==> config.mk <==
export PLATFORM = sky130hd
export DESIGN_NAME = fits_header_card_parser
export DESIGN_NICKNAME = d
export VERILOG_FILES = /design/src/rtl/core/fhcp_pkg.sv /design/src/rtl/core/fhcp_card_scan.sv /design/src/rtl/core/fits_header_card_parser.sv
export SDC_FILE = /design/constraint.sdc
export NUM_CORES = 1
export LEC_CHECK = 0
export BUFFER_PORTS_ARGS = -buffer_cell sky130_fd_sc_hd__clkbuf_2
export CAP_MARGIN = 20
export CORE_ASPECT_RATIO = 1.4
export CORE_MARGIN = 2
export CORE_UTILIZATION = 49
export CTS_CLUSTER_DIAMETER = 40
export DETAILED_ROUTE_END_ITERATION = 7
export PLACE_DENSITY = 0.72
export SYNTH_ARGS = -nofsm -noshare
export SYNTH_HDL_FRONTEND = slang
export SYNTH_SLANG_ARGS = --single-unit
==> constraint.sdc <==
create_clock -name clk -period 12.15 [get_ports clk]
set_clock_uncertainty 0.15 [all_clocks]
set_input_delay 1.8225 -clock clk [delete_from_list [all_inputs] [get_ports clk]]
set_output_delay 1.8225 -clock clk [all_outputs]
set_load 0.005 [all_outputs]
==> src/rtl/core/fhcp_pkg.sv <==
// ----------------------------------------------------------------------------
// fhcp_pkg - shared types and constants of the FITS header card parser
// Character codes, column marks, parse phases and the per-word result record.
// ----------------------------------------------------------------------------
package fhcp_pkg;

  // Width of the saturating data offset before it is clipped to 32 bits.
  localparam int OFFSET_BITS = 32;

  localparam int CARD_LEN        = 80;
  localparam int CARDS_PER_BLOCK = 36;
  localparam int BLOCK_BYTES     = 2880;
  localparam int BLOCK_CNT_W     = 21;
  localparam int PROD_W          = BLOCK_CNT_W + 1 + 12;

  localparam logic [BLOCK_CNT_W-1:0] BLOCK_MAX = {BLOCK_CNT_W{1'b1}};
  localparam logic [11:0]            BLOCK_BYTES_C = 12'(BLOCK_BYTES);
  localparam logic [PROD_W-1:0]      OFFSET_LIMIT =
      (OFFSET_BITS >= 32) ? PROD_W'(33'h0_FFFF_FFFF)
                          : ((PROD_W'(1) << OFFSET_BITS) - PROD_W'(1));

  // Printable range and characters of interest
  localparam logic [7:0] CH_LOW    = 8'd32;
  localparam logic [7:0] CH_HIGH   = 8'd126;
  localparam logic [6:0] CH_SPACE  = 7'h20;
  localparam logic [6:0] CH_EQUALS = 7'h3D;
  localparam logic [6:0] CH_QUOTE  = 7'h27;
  localparam logic [6:0] CH_SLASH  = 7'h2F;

  localparam logic [63:0] END_KEY = 64'h454E_4420_2020_2020;

  // Column marks
  localparam logic [6:0] COL_EQ_FIRST  = 7'd8;
  localparam logic [6:0] COL_EQ_SECOND = 7'd9;
  localparam logic [6:0] COL_LAST      = 7'(CARD_LEN - 1);
  localparam logic [6:0] COL_NONE      = 7'(CARD_LEN);
  localparam logic [5:0] CIB_LAST      = 6'(CARDS_PER_BLOCK - 1);

  typedef enum logic [2:0] {
    PH_KEY      = 3'd0,
    PH_SEEK     = 3'd1,
    PH_BARE     = 3'd2,
    PH_STR      = 3'd3,
    PH_QUOTE    = 3'd4,
    PH_AFTER    = 3'd5,
    PH_DONE_STR = 3'd6,
    PH_DONE     = 3'd7
  } phase_t;

  typedef enum logic [1:0] {
    ST_OK       = 2'd0,
    ST_UNTERM   = 2'd1,
    ST_TRAILING = 2'd2,
    ST_RSVD     = 2'd3
  } status_t;

  typedef struct packed {
    logic [31:0] data_offset;
    logic        is_end_card;
    logic [1:0]  status;
    logic [6:0]  comment_start;
    logic        value_is_string;
    logic [6:0]  value_end;
    logic [6:0]  value_start;
    logic        has_value;
    logic [63:0] key_text;
    logic        card_done;
    logic [6:0]  clean_char;
  } result_t;

endpackage

==> src/rtl/core/fhcp_card_scan.sv <==
// ----------------------------------------------------------------------------
// fhcp_card_scan - per-card parse state and result of one header byte
// Holds the column, keyword and value trackers; summarizes on column 79.
// ----------------------------------------------------------------------------
module fhcp_card_scan (
  input  logic             clk,
  input  logic             rst,
  input  logic             step,
  input  logic [7:0]       byte_in,
  output fhcp_pkg::result_t res
);
  import fhcp_pkg::*;

  logic [6:0]             column;
  logic [63:0]            key_shift;
  phase_t                 parse_phase;
  logic                   equals_seen;
  logic [6:0]             start_col;
  logic [6:0]             last_nonspace_col;
  logic [6:0]             end_col;
  logic [6:0]             comment_col;
  logic [1:0]             card_status;
  logic [5:0]             card_in_block;
  logic [BLOCK_CNT_W-1:0] block_count;

  logic [6:0]  c;
  logic [63:0] key_n;
  phase_t      phase_n;
  logic        eq_n;
  logic [6:0]  start_n;
  logic [6:0]  lastns_n;
  logic [6:0]  end_n;
  logic [6:0]  comment_n;
  logic [1:0]  status_n;
  logic        last_col;
  logic        has;
  logic        str;
  logic        is_end;
  logic [6:0]  end_f;
  logic [6:0]  comment_f;
  logic [1:0]  status_f;

  logic [BLOCK_CNT_W:0] bc_plus;
  logic [PROD_W-1:0]    prod;
  logic [31:0]          offset;

  assign c        = (byte_in < CH_LOW || byte_in > CH_HIGH) ? CH_SPACE : byte_in[6:0];
  assign last_col = (column == COL_LAST);

  // Update the trackers with this byte
  always_comb begin
    key_n     = key_shift;
    phase_n   = parse_phase;
    eq_n      = equals_seen;
    start_n   = start_col;
    lastns_n  = last_nonspace_col;
    end_n     = end_col;
    comment_n = comment_col;
    status_n  = card_status;
    if (column < COL_EQ_FIRST) begin
      key_n = {key_shift[55:0], 1'b0, c};
    end else if (column == COL_EQ_FIRST) begin
      if (c == CH_EQUALS) begin
        eq_n = 1'b1;
      end else if (c == CH_SPACE) begin
        eq_n = 1'b0;
      end else begin
        eq_n    = 1'b0;
        phase_n = PH_DONE;
      end
    end else if (column == COL_EQ_SECOND) begin
      if (parse_phase == PH_KEY) begin
        eq_n    = equals_seen ? (c == CH_SPACE) : (c == CH_EQUALS);
        phase_n = eq_n ? PH_SEEK : PH_DONE;
      end
    end else begin
      case (parse_phase)
        PH_SEEK: begin
          if (c != CH_SPACE) begin
            start_n = column;
            if (c == CH_QUOTE) begin
              phase_n = PH_STR;
            end else begin
              phase_n  = PH_BARE;
              lastns_n = column;
            end
          end
        end
        PH_BARE: begin
          if (c == CH_SLASH) begin
            end_n     = last_nonspace_col;
            comment_n = column + 7'd1;
            phase_n   = PH_DONE;
          end else if (c != CH_SPACE) begin
            lastns_n = column;
          end
        end
        PH_STR: begin
          if (c == CH_QUOTE) phase_n = PH_QUOTE;
        end
        PH_QUOTE, PH_AFTER: begin
          if (parse_phase == PH_QUOTE && c == CH_QUOTE) begin
            phase_n = PH_STR;
          end else begin
            if (parse_phase == PH_QUOTE) end_n = column - 7'd1;
            if (c == CH_SLASH) begin
              comment_n = column + 7'd1;
              phase_n   = PH_DONE_STR;
            end else if (c != CH_SPACE) begin
              status_n = ST_TRAILING;
              phase_n  = PH_DONE_STR;
            end else begin
              phase_n = PH_AFTER;
            end
          end
        end
        default: begin
        end
      endcase
    end
  end

  // Card summary on the last column
  always_comb begin
    has       = 1'b0;
    str       = 1'b0;
    res       = '0;
    end_f     = end_n;
    comment_f = comment_n;
    status_f  = status_n;
    case (phase_n)
      PH_BARE: begin
        end_f = lastns_n;
        has   = 1'b1;
      end
      PH_STR: begin
        status_f  = ST_UNTERM;
        end_f     = COL_LAST;
        comment_f = COL_NONE;
        has       = 1'b1;
        str       = 1'b1;
      end
      PH_QUOTE: begin
        end_f = COL_LAST;
        has   = 1'b1;
        str   = 1'b1;
      end
      PH_AFTER, PH_DONE_STR: begin
        has = 1'b1;
        str = 1'b1;
      end
      PH_DONE: has = eq_n;
      default: has = 1'b0;
    endcase
    if (!eq_n) has = 1'b0;
    if (status_f == ST_TRAILING) comment_f = COL_NONE;

    is_end  = (key_n == END_KEY);
    bc_plus = {1'b0, block_count} + (BLOCK_CNT_W+1)'(1);
    prod    = PROD_W'(bc_plus) * PROD_W'(BLOCK_BYTES_C);
    offset  = (block_count == BLOCK_MAX || prod > OFFSET_LIMIT) ?
              OFFSET_LIMIT[31:0] : prod[31:0];

    res.clean_char = c;
    if (last_col) begin
      res.card_done       = 1'b1;
      res.key_text        = key_n;
      res.has_value       = has;
      res.value_start     = has ? start_n : 7'd0;
      res.value_end       = has ? end_f : 7'd0;
      res.value_is_string = has && str;
      res.comment_start   = has ? comment_f : COL_NONE;
      res.status          = has ? status_f : ST_OK;
      res.is_end_card     = is_end;
      res.data_offset     = is_end ? offset : 32'd0;
    end
  end

  always_ff @(posedge clk) begin
    if (rst) begin
      column            <= '0;
      key_shift         <= '0;
      parse_phase       <= PH_KEY;
      equals_seen       <= 1'b0;
      start_col         <= '0;
      last_nonspace_col <= '0;
      end_col           <= '0;
      comment_col       <= COL_NONE;
      card_status       <= ST_OK;
      card_in_block     <= '0;
      block_count       <= '0;
    end else if (step) begin
      if (last_col) begin
        column            <= '0;
        key_shift         <= '0;
        parse_phase       <= PH_KEY;
        equals_seen       <= 1'b0;
        start_col         <= '0;
        last_nonspace_col <= '0;
        end_col           <= '0;
        comment_col       <= COL_NONE;
        card_status       <= ST_OK;
        if (is_end) begin
          card_in_block <= '0;
          block_count   <= '0;
        end else if (card_in_block == CIB_LAST) begin
          card_in_block <= '0;
          if (block_count != BLOCK_MAX) block_count <= block_count + BLOCK_CNT_W'(1);
        end else begin
          card_in_block <= card_in_block + 6'd1;
        end
      end else begin
        column            <= column + 7'd1;
        key_shift         <= key_n;
        parse_phase       <= phase_n;
        equals_seen       <= eq_n;
        start_col         <= start_n;
        last_nonspace_col <= lastns_n;
        end_col           <= end_n;
        comment_col       <= comment_n;
        card_status       <= status_n;
      end
    end
  end

endmodule

==> src/rtl/core/fits_header_card_parser.sv <==
// ----------------------------------------------------------------------------
// fits_header_card_parser - streaming FITS header card parser
// Cleans and echoes each header byte and summarizes every 80-byte card.
// ----------------------------------------------------------------------------
//
//  Channel | Signals                          | Word
//  --------+----------------------------------+-------------------------------
//  in      | s_tvalid s_tready s_tdata[7:0]   | one raw header byte
//  out     | m_tvalid m_tready m_tdata m_tlast| cleaned byte plus card summary,
//          |                                  | tlast marks column 79 of a card
//
//  One word in, one word out. An input register holds the byte, the card
//  scanner updates its state from it and the result lands in the output
//  register. Both stages advance together whenever the output register is
//  empty or being taken, so a word is accepted every cycle while the sink
//  keeps up. A stall on m_tready holds the output register and a full input
//  register; an empty input register still takes one word. rst (synchronous)
//  empties the stages and returns the scanner to column 0 with a zero block
//  count.
//
module fits_header_card_parser (
  input  logic         clk,
  input  logic         rst,
  input  logic         s_tvalid,
  output logic         s_tready,
  input  logic [7:0]   s_tdata,   // [7:0] byte_in
  output logic         m_tvalid,
  input  logic         m_tready,
  // [6:0] clean_char, [70:7] key_text, [71] has_value, [78:72] value_start,
  // [85:79] value_end, [86] value_is_string, [93:87] comment_start,
  // [95:94] status, [96] is_end_card, [128:97] data_offset, [135:129] zero
  output logic [135:0] m_tdata,
  output logic         m_tlast    // card_done
);
  import fhcp_pkg::*;

  logic       in_valid;
  logic [7:0] in_byte;
  logic       advance;
  logic       step;
  result_t    res;
  result_t    out_res;

  // Move both stages when the output slot is free or emptying
  assign advance  = !m_tvalid || m_tready;
  assign s_tready = !in_valid || advance;
  assign step     = in_valid && advance;

  always_ff @(posedge clk) begin
    if (rst) begin
      in_valid <= 1'b0;
    end else if (s_tready) begin
      in_valid <= s_tvalid;
    end
  end

  always_ff @(posedge clk) begin
    if (s_tvalid && s_tready) in_byte <= s_tdata;
  end

  fhcp_card_scan u_scan (
    .clk     (clk),
    .rst     (rst),
    .step    (step),
    .byte_in (in_byte),
    .res     (res)
  );

  always_ff @(posedge clk) begin
    if (rst) begin
      m_tvalid <= 1'b0;
    end else if (advance) begin
      m_tvalid <= in_valid;
    end
  end

  always_ff @(posedge clk) begin
    if (step) out_res <= res;
  end

  // Pack the word, clean_char at the bottom; card_done rides on tlast
  assign m_tdata = {7'd0,
                    out_res.data_offset,
                    out_res.is_end_card,
                    out_res.status,
                    out_res.comment_start,
                    out_res.value_is_string,
                    out_res.value_end,
                    out_res.value_start,
                    out_res.has_value,
                    out_res.key_text,
                    out_res.clean_char};
  assign m_tlast = out_res.card_done;

endmodule

==> impl_metrics.env, run 1 <==
export IMPL_fp_dieArea_mm2=0.0303
export IMPL_fin_crit_ps=6820
export IMPL_synth_cell_types=90
export IMPL_clk_pin_slew_ps=60
export IMPL_setup_viol=0
export IMPL_max_cap_violations=0
export IMPL_worstPathArrival_ps=6940
export IMPL_synth_top_family_by_area="simple AND/OR/NAND/NOR gates"
export IMPL_synth_seq_cells=267
export IMPL_synth_edf_count=133
export IMPL_reg2reg_to="m_tdata[104]$_SDFFCE_PN0P_"
export IMPL_path_class="flop to flop"
export IMPL_crit_path_start_kind="flop"
export IMPL_yosys_area_top_type_share_pct=28.2
export IMPL_cts_hold_buf=0
export IMPL_synth_top_cell_by_area="edfxtp_1"
export IMPL_grt_use_met1_pct=25.9
export IMPL_p_comb_share_pct=3.7
export IMPL_cts_setup_buffers=0
export IMPL_status="finished clean"
export IMPL_num_rows=73
export IMPL_synth_seq_area_share_pct=47.2
export IMPL_ios=151
export IMPL_startpoint="u_scan.block_count[0]$_SDFFE_PP0P_"
export IMPL_met2_usage_pct=37.4
export IMPL_synthMuxAreaShare_pct=1.30
export IMPL_synth_xor_xnor_area_share_pct=3.03
export IMPL_cts_buffer_depth=3
export IMPL_wl_per_cell_um=16.7
export IMPL_synth_adder_area_share_pct=10.5
export IMPL_areaGrowthSynthToFinish_pct=14.0
export IMPL_intPower_mw=1.53
export IMPL_drc=0
export IMPL_syn_inst=1404
export IMPL_busiest_layer="met2"
export IMPL_synth_compound_area_share_pct=15.6
export IMPL_grt_pass1_wl_um=51700
export IMPL_coreArea_mm2=0.0284
export IMPL_async_flop_share_pct=0
export IMPL_switching_share_pct=22.6
export IMPL_use_met3_pct=2.58
export IMPL_rr_worst_depth=21
export IMPL_crit_reg2reg_launch="u_scan.block_count[0]$_SDFFE_PP0P_"
export IMPL_grt_usage_pct=20.8
export IMPL_hold_depth=2
export IMPL_hold_end="u_scan.card_status[0]$_SDFFE_PP0P_"
export IMPL_yosys_warnings=0
export IMPL_seq_area_mm2=0.00668
export IMPL_p_sw_uw=445
export IMPL_p_total_mw=1.97
export IMPL_cts_tree="yes"
export IMPL_vias=10700
export IMPL_fp_dieW_um=148
export IMPL_hp_class="flop to flop"
export IMPL_reg2reg_slack_ps=5330
export IMPL_cp_required_ps=12260
export IMPL_cts_sinks=267
export IMPL_drt_iter0_markers=777
export IMPL_wirelength_um=32000
export IMPL_port_buffers=143
export IMPL_worst_pin_slew_ps=890
export IMPL_p_clk_share_pct=46.4
export IMPL_grt_pass1_vias=10200
export IMPL_end_kind="flop"
export IMPL_grt_setup_unrepaired="false"
export IMPL_cts_root_buf="clkbuf_16"
export IMPL_synth_flop_cell="dfxtp_1"
export IMPL_die_h_um=205
export IMPL_first_pass_iters=7
export IMPL_p_seq_share_pct=49.8
export IMPL_cts_buffers=31
export IMPL_nNetsFinal=1627
export IMPL_syn_area_per_cell_um2=10.1
export IMPL_start_util_pct=49.8
export IMPL_synthesis_area_mm2=0.0141
export IMPL_multi_input_area_mm2=0.00679
export IMPL_htreeDepth=1
export IMPL_layout_drive_gt1_share_pct=15.5
export IMPL_cts_resized=0
export IMPL_cp_max_fo=26
export IMPL_diodes=0
export IMPL_yosys_top_cells_area="edfxtp_1, dfxtp_1, fa_1, nor2_1, ha_1"
export IMPL_power_leakage_nw=6.27
export IMPL_gp_congestion=0.885
export IMPL_powerDensity_mw_per_mm2=122
export IMPL_finalHoldViolCount=0
export IMPL_ir_worst_vdd_v=0.0000906
export IMPL_grt_remaining_overflow=0
export IMPL_final_fill_count=2478
export IMPL_fin_setup_tns_ps=0
export IMPL_fin_crit_sh_pct=56.2
export IMPL_grt_antenna_before_repair=0
export IMPL_slew_viol_final=0
export IMPL_max_freq_ghz=0.147
export IMPL_ant_nets=0
export IMPL_clk_latency_ps=560
export IMPL_vias_per_cell=5.60
export IMPL_hold_start="u_scan.card_status[0]$_SDFFE_PP0P_"
export IMPL_slew_headroom_pct=40.6
export IMPL_dp_hpwl_um=22600
export IMPL_synthSimpleGateAreaFrac_pct=17.2
export IMPL_grt_max_degree=74
[final cells by class]
class	instances	area share, %
inverter	102	2.40
clock buffer	44	5.63
sequential	267	41.4
clock inverter	14	0.783
timing repair buffer	151	4.82
tap	375	2.91
multi-input combinational	966	42.1
[cells in the final DEF (no fill, tap or decap), drive strengths merged, types with 9 or more instances in the layout]
cell     instances
a2bb2oi          9
ha              58
mux2i           15
fa              38
nand3           26
a22o            10
nor2           201
a21o            11
and3            10
a21oi          100
nand2b          16
xnor2           24
xor2            25
nor3            17
edfxtp         133
dfxtp          134
nor4             9
o21ai           39
clkbuf         186
buf              9
or3             10
inv            109
a221oi          10
a22oi           79
and2            74
nand2           60
[cells by family (layout without fill, tap and decap cells)]
group                    Yosys count  in the layout
buffers and inverters            177            311
other                              1              7
XOR/XNOR                          49             49
AND/OR/NAND/NOR                  475            475
adder cells (fa/ha/maj)           96             96
AO/OA/AOI/OAI                    321            321
multiplexers                      18             18
flip-flops                       267            267
[per-stage QoR]
| step | worst slack [ps] | hold slack (ps) | utilization, % | std cells | cell area [µm²] |
|---|---|---|---|---|---|
| after floorplan | 5420 | 275 | - | 1410 | 14200 |
| after detailed placement | 5380 | 293 | 53.1 | 1861 | 15100 |
| after global routing | 4870 | 331 | 56.8 | 1919 | 16100 |
| after CTS | 5350 | 306 | 56.8 | 1919 | 16100 |
| final | 5330 | 305 | 56.8 | 1919 | 16100 |
| after global placement | 5540 | 293 | 53.1 | 1861 | 15100 |
[synth_stat cells, drive strengths merged (4+ instances only)]
| master | number |
|---|---|
| nor2b | 8 |
| nand2 | 60 |
| a21oi | 100 |
| nor3 | 17 |
| o211ai | 6 |
| mux2i | 15 |
| nand2b | 16 |
| a32oi | 8 |
| dfxtp | 134 |
| and4 | 4 |
| nand3b | 8 |
| a21o | 11 |
| a22o | 10 |
| edfxtp | 133 |
| nor4 | 9 |
| a211oi | 8 |
| nor3b | 5 |
| a2bb2oi | 9 |
| and2 | 74 |
| a22oi | 79 |
| inv | 100 |
| a2111oi | 4 |
| clkbuf | 54 |
| xnor2 | 24 |
| nor2 | 201 |
| xor2 | 25 |
| ha | 58 |
| nand3 | 26 |
| a221oi | 10 |
| a31oi | 5 |
| o21ai | 39 |
| or3 | 10 |
| nor4b | 8 |
| fa | 38 |
| buf | 21 |
| nand4 | 7 |
| and3 | 10 |
[state kept, by name (all words and copies together), names as in the netlist]
signal,cells
in_byte,8
u_scan.parse_phase,3
u_scan.comment_col,7
u_scan.card_status,2
u_scan.last_nonspace_col,7
u_scan.column,7
u_scan.end_col,7
m_tdata,124
u_scan.start_col,7
in_valid,1
m_tlast,1
u_scan.block_count,21
m_tvalid,1
u_scan.card_in_block,6
u_scan.equals_seen,1
u_scan.key_shift,64
[routing by layer]
layer	part of all wire [%]	vias to the layer above
met4	2.8	0
met3	4.9	62
li1	-	5218
met2	51	318
met5	0	-
met1	42	5143
[power groups by stage]
| stage | Combinational, mW | Sequential (mW) | Clock, mW |
|---|---|---|---|
| 2_1_floorplan | 0.0405 | 1.00 | 0 |
| 3_3_place_gp | 0.0738 | 1.00 | 0 |
| 3_5_place_dp | 0.0746 | 1.00 | 0 |
| 4_1_cts | 0.0748 | 0.982 | 0.931 |
| 5_1_grt | 0.0816 | 0.983 | 0.970 |
| 6_report | 0.0738 | 0.981 | 0.915 |
[worst max-delay path by stage]
| stage | slack [ps] | end |
|---|---|---|
| final | 5330 | m_tdata[104]$_SDFFCE_PN0P_ |
| after global routing | 4870 | m_tdata[108]$_SDFFCE_PN0P_ |
| after CTS | 5350 | m_tdata[108]$_SDFFCE_PN0P_ |
| after detailed placement | 5380 | m_tdata[104]$_SDFFCE_PN0P_ |
| after global placement | 5540 | m_tdata[106]$_SDFFCE_PN0P_ |
| after floorplan | 5420 | u_scan.column[2]$_SDFFE_PP0P_ |
[critical path, stage by stage (launching register included)]
cell,delay (ps)
dfxtp_1,440
nand3_1,100
nor2_1,260
nand3_1,260
or3_1,500
nor2_1,330
nand3_1,140
xnor2_1,290
ha_1,290
inv_1,120
fa_1,460
fa_1,520
inv_1,40
ha_1,350
and3_1,230
and3_1,210
a22o_1,200
a21o_1,180
a311o_1,380
a211o_1,350
a21boi_4,550
a21oi_1,160
Note: power is estimated with default switching activity, not from simulation.
==> run 2: changes to the inputs <==
Settings changed: PLACE_DENSITY 0.72 to 0.75.
Clock period 12.15 ns to 6.1 ns, I/O delays scaled along.
==> impl_metrics.env, run 2 (synthesis gave the netlist of run 1 again) <==
export IMPL_status="finished clean"
export IMPL_cts_buffers=28
export IMPL_placed_area_mm2=0.0152
export IMPL_grt_max_degree=82
export IMPL_die_h_um=205
export IMPL_hold_slack_ps=308
export IMPL_start_util_pct=49.8
export IMPL_drt_iter0_markers=705
export IMPL_cts_tree="yes"
export IMPL_final_cell_mix="nor2_1, clkbuf_2, edfxtp_1"
export IMPL_layout_drive_gt1_share_pct=17.2
export IMPL_hp_class="flop to flop"
export IMPL_first_pass_iters=5
export IMPL_coreArea_mm2=0.0284
export IMPL_rr_worst_depth=22
export IMPL_critPathMostFrequentCell="nand3_1"
export IMPL_ir_worst_vdd_v=0.000181
export IMPL_diodes=0
export IMPL_fp_dieW_um=148
export IMPL_finalHoldViolCount=0
export IMPL_crit_family="adder cells"
export IMPL_path_class="flop to flop"
export IMPL_layout_commonest_cell="nor2_1"
export IMPL_final_fill_count=2437
export IMPL_nNetsFinal=1641
export IMPL_cts_setup_buffers=0
export IMPL_cts_sinks=267
export IMPL_crit_reg2reg_launch="u_scan.block_count[4]$_SDFFE_PP0P_"
export IMPL_fin_crit_ps=5810
export IMPL_worst_pin_slew_ps=865
export IMPL_gp_congestion=0.939
export IMPL_areaGrowthSynthToFinish_pct=14.9
export IMPL_place_ws_ps=93.0
export IMPL_hold_end="u_scan.card_status[0]$_SDFFE_PP0P_"
export IMPL_p_total_mw=3.84
export IMPL_powerDensity_mw_per_mm2=236
export IMPL_setup_viol=0
export IMPL_worstPathArrival_ps=5910
export IMPL_slew_headroom_pct=42.2
export IMPL_path_buf_inv=3
export IMPL_hold_depth=2
export IMPL_ant_nets=0
export IMPL_final_cell_area_mm2=0.0163
export IMPL_fp_dieArea_mm2=0.0303
export IMPL_wl_per_cell_um=16.5
export IMPL_grt_antenna_before_repair=0
export IMPL_cts_resized=0
export IMPL_vias=10800
export IMPL_cts_root_buf="clkbuf_16"
export IMPL_cp_required_ps=6200
export IMPL_num_rows=73
export IMPL_cts_hold_buf=0
export IMPL_dp_hpwl_um=22300
export IMPL_port_buffers=143
export IMPL_grt_usage_pct=20.3
export IMPL_grt_pass1_vias=10300
export IMPL_max_cap_violations=0
export IMPL_drc=0
export IMPL_max_freq_ghz=0.172
export IMPL_hold_start="u_scan.card_status[0]$_SDFFE_PP0P_"
export IMPL_vias_per_cell=5.59
export IMPL_htreeDepth=1
export IMPL_grt_pass1_wl_um=50700
export IMPL_setup_ws_ps=290
export IMPL_cts_buffer_depth=3
export IMPL_path_cells="nand3_1 > nor2_1 > nand3_1 > or3_4 > nor2_4 > nand3_1 > xnor2_2 > ha_1 > inv_1 > fa_1 > fa_1 > inv_1 > ha_2 > and3_1 > and3_1 > a22o_1 > a21o_1 > a311o_1 > a211o_1 > a21boi_4 > buf_12 > a21oi_1"
export IMPL_largest_reg_flops=124
export IMPL_wirelength_um=31800
export IMPL_crit_path_start_kind="flop"
export IMPL_cp_max_fo=26
export IMPL_critPathSlowestCell="fa_1"
export IMPL_end_kind="flop"
export IMPL_cpPeakStageDelay_ps=520
export IMPL_power_leakage_nw=6.35
export IMPL_ios=151
export IMPL_reg2reg_to="m_tdata[111]$_SDFFCE_PN0P_"
export IMPL_clk_pin_slew_ps=70
export IMPL_grt_remaining_overflow=0
export IMPL_fin_crit_sh_pct=95.2
export IMPL_fin_setup_tns_ps=0
export IMPL_reg2reg_slack_ps=290
export IMPL_clk_latency_ps=550
export IMPL_slew_viol_final=0
[run 2: report_power, final]
| group | internal, mW | leakage [nW] | total (mW) | switching [mW] |
|---|---|---|---|---|
| combinational | 0.0485 | 3.63 | 0.146 | 0.0978 |
| clock | 1.00 | 0.462 | 1.74 | 0.739 |
| sequential | 1.93 | 2.26 | 1.95 | 0.0256 |
| total | 2.98 | 6.35 | 3.84 | 0.862 |
[run 2: worst max path at each step]
stage                                  startpoint                    endpoint  slack (ps)  depth (start not counted)
6_report       u_scan.block_count[4]$_SDFFE_PP0P_  m_tdata[111]$_SDFFCE_PN0P_         290                         22
4_1_cts        u_scan.block_count[4]$_SDFFE_PP0P_  m_tdata[108]$_SDFFCE_PN0P_          60                         22
5_1_grt        u_scan.block_count[7]$_SDFFE_PP0P_  m_tdata[108]$_SDFFCE_PN0P_          -6                         21
3_5_place_dp   u_scan.block_count[4]$_SDFFE_PP0P_  m_tdata[106]$_SDFFCE_PN0P_          90                         22
3_3_place_gp   u_scan.block_count[4]$_SDFFE_PP0P_  m_tdata[105]$_SDFFCE_PN0P_         160                         22
2_1_floorplan  u_scan.block_count[2]$_SDFFE_PP0P_  m_tdata[117]$_SDFFCE_PN0P_         110                         22
[run 2: per-layer routing]
metal	GRT usage [%]	vias to the layer above	share of wire [%]
met4	7.25	0	2.9
met3	2.32	68	4.6
met5	0	-	0
met1	25.4	5154	42
li1	-	5232	-
met2	36.0	332	50
[run 2: tightest hold or removal path: stages, from the launching register on]
cell     delay, ps
dfxtp_1        320
nand2_1         60
a21oi_1         40
[run 2: final cells by class]
| cell class | instances | area [µm²] | share of cell area [%] |
|---|---|---|---|
| well taps | 375 | 469 | 2.89 |
| flip-flops and latches | 267 | 6680 | 41.1 |
| multi-input cells | 966 | 6850 | 42.1 |
| clock inverters | 20 | 233 | 1.43 |
| clock buffers | 32 | 726 | 4.46 |
| repair buffers | 168 | 918 | 5.65 |
| inverters | 102 | 388 | 2.39 |
[run 2: metrics by stage]
step           utilization [%]  std cells
2_1_floorplan                -       1410
3_3_place_gp              53.6       1878
3_5_place_dp              53.6       1878
4_1_cts                   57.0       1930
5_1_grt                   57.2       1930
6_report                  57.2       1930
==> run 3: changes to the inputs <==
Settings changed: CELL_PAD_IN_SITES_DETAIL_PLACEMENT from default to 0, CELL_PAD_IN_SITES_GLOBAL_PLACEMENT from default to 2, CORE_UTILIZATION 49 to 35, PLACE_DENSITY 0.75 to 0.81.
==> impl_metrics.env, run 3 (synthesis gave the netlist of run 1 again) <==
export IMPL_layout_drive_gt1_share_pct=18.8
export IMPL_intPower_mw=3.35
export IMPL_post_route_util_pct=42.2
export IMPL_grt_pass1_vias=10600
export IMPL_cts_sinks=267
export IMPL_final_cell_mix="nor2_1, clkbuf_2, edfxtp_1"
export IMPL_max_freq_ghz=0.170
export IMPL_grt_usage_pct=16.7
export IMPL_fin_crit_sh_pct=96.2
export IMPL_rr_worst_depth=20
export IMPL_cts_hold_buf=0
export IMPL_num_rows=87
export IMPL_cp_required_ps=6180
export IMPL_hp_class="flop to flop"
export IMPL_diodes=0
export IMPL_ir_worst_vdd_v=0.000184
export IMPL_finalHoldViolCount=0
export IMPL_cts_root_buf="clkbuf_16"
export IMPL_hold_depth=2
export IMPL_grt_antenna_before_repair=0
export IMPL_cts_buffer_depth=3
export IMPL_final_fill_count=3938
export IMPL_fp_dieArea_mm2=0.0421
export IMPL_place_ws_ps=157
export IMPL_cts_tree="yes"
export IMPL_wirelength_um=36000
export IMPL_wl_met2_um=18800
export IMPL_drc=0
export IMPL_layout_commonest_cell="nor2_1"
export IMPL_cp_max_fo=7
export IMPL_fp_dieW_um=174
export IMPL_cts_resized=0
export IMPL_end_kind="flop"
export IMPL_ios=151
export IMPL_switching_share_pct=22.7
export IMPL_p_comb_share_pct=3.4
export IMPL_path_class="flop to flop"
export IMPL_clk_pin_slew_ps=60
export IMPL_crit_path_start_kind="flop"
export IMPL_grt_max_degree=94
export IMPL_powerDensity_mw_per_mm2=257
export IMPL_highest_layer="met4"
export IMPL_worst_pin_slew_ps=899
export IMPL_cts_setup_buffers=0
export IMPL_areaGrowthSynthToFinish_pct=19.4
export IMPL_instances_no_fill=2112
export IMPL_status="finished clean"
export IMPL_slew_headroom_pct=40.1
export IMPL_ant_nets=0
export IMPL_dp_hpwl_um=25500
export IMPL_vias_per_cell=5.12
export IMPL_p_clk_share_pct=51.5
export IMPL_wl_met3_um=1520
export IMPL_vias=10800
export IMPL_slew_viol_final=0
export IMPL_fin_setup_tns_ps=0
export IMPL_grt_remaining_overflow=0
export IMPL_power_leakage_nw=6.57
export IMPL_p_sw_uw=985
export IMPL_final_cell_area_mm2=0.0169
export IMPL_dp_cells=2039
export IMPL_setup_viol=0
export IMPL_wl_met1_um=14800
export IMPL_htreeDepth=2
export IMPL_fin_crit_ps=5870
export IMPL_gp_congestion=0.858
export IMPL_placed_area_mm2=0.0155
export IMPL_p_seq_share_pct=45.1
export IMPL_drt_iter0_markers=782
export IMPL_worstPathArrival_ps=5950
export IMPL_wl_per_cell_um=17.1
export IMPL_coreArea_mm2=0.0401
export IMPL_clk_latency_ps=540
export IMPL_nNetsFinal=1657
export IMPL_die_h_um=242
export IMPL_cts_buffers=39
export IMPL_start_util_pct=35.3
export IMPL_grt_pass1_wl_um=56800
export IMPL_setup_ws_ps=234
export IMPL_max_cap_violations=0
export IMPL_first_pass_iters=5
export IMPL_port_buffers=143
export IMPL_largest_reg_flops=124
run 3: worst paths after layout:
| path | from | endpoint | slack [ps] |
|---|---|---|---|
| setup / recovery | u_scan.block_count[0]$_SDFFE_PP0P_ | m_tdata[117]$_SDFFCE_PN0P_ | 230 |
| hold / removal | u_scan.card_status[0]$_SDFFE_PP0P_ | u_scan.card_status[0]$_SDFFE_PP0P_ | 310 |
| setup reg to reg | u_scan.block_count[0]$_SDFFE_PP0P_ | m_tdata[117]$_SDFFCE_PN0P_ | 230 |
| hold reg to reg | u_scan.card_status[0]$_SDFFE_PP0P_ | u_scan.card_status[0]$_SDFFE_PP0P_ | 310 |
run 3: layout make-up:
cell class              instances  area [µm²]  area share [%]
inverters                     102         388            2.30
clock buffers                  45        1040            6.16
well taps                     534         668            3.95
repair buffers                173         990            5.86
clock inverters                25         258            1.53
multi-input cells             966        6860            40.6
flip-flops and latches        267        6690            39.6
run 3: layer usage:
layer | global-route usage, % | up-vias
met5 | 0 | -
met4 | 5.39 | 0
met3 | 2.45 | 70
met2 | 29.9 | 261
met1 | 20.5 | 5211
li1 | - | 5281
run 3: power by group through the flow:
stage	Clock (mW)	Combinational, mW	Sequential (mW)
floorplan	0	0.0808	2.00
global placement	0	0.152	1.99
detailed placement	0	0.152	1.99
CTS	2.29	0.152	1.96
global route	2.35	0.164	1.96
finish	2.23	0.150	1.96
run 3: per-stage QoR:
| stage | hold slack [ps] | power [mW] |
|---|---|---|
| 4_1_cts | 313 | 4.40 |
| 6_report | 314 | 4.34 |
| 3_3_place_gp | 293 | 2.15 |
| 5_1_grt | 342 | 4.47 |
| 3_5_place_dp | 303 | 2.15 |
| 2_1_floorplan | 275 | 2.08 |
run 3: critical path, cell delays in order, from the launching register on:
cell	delay, ps
dfxtp_1	350
ha_1	190
nand3_2	120
or3_1	470
nor2_1	190
xor2_2	200
ha_1	250
inv_1	150
fa_1	470
fa_1	510
inv_1	40
ha_1	350
and3_2	250
and3_1	220
a22o_1	200
a21o_1	180
a311o_1	380
a211o_1	330
a21boi_4	270
clkbuf_16	210
a21oi_1	60
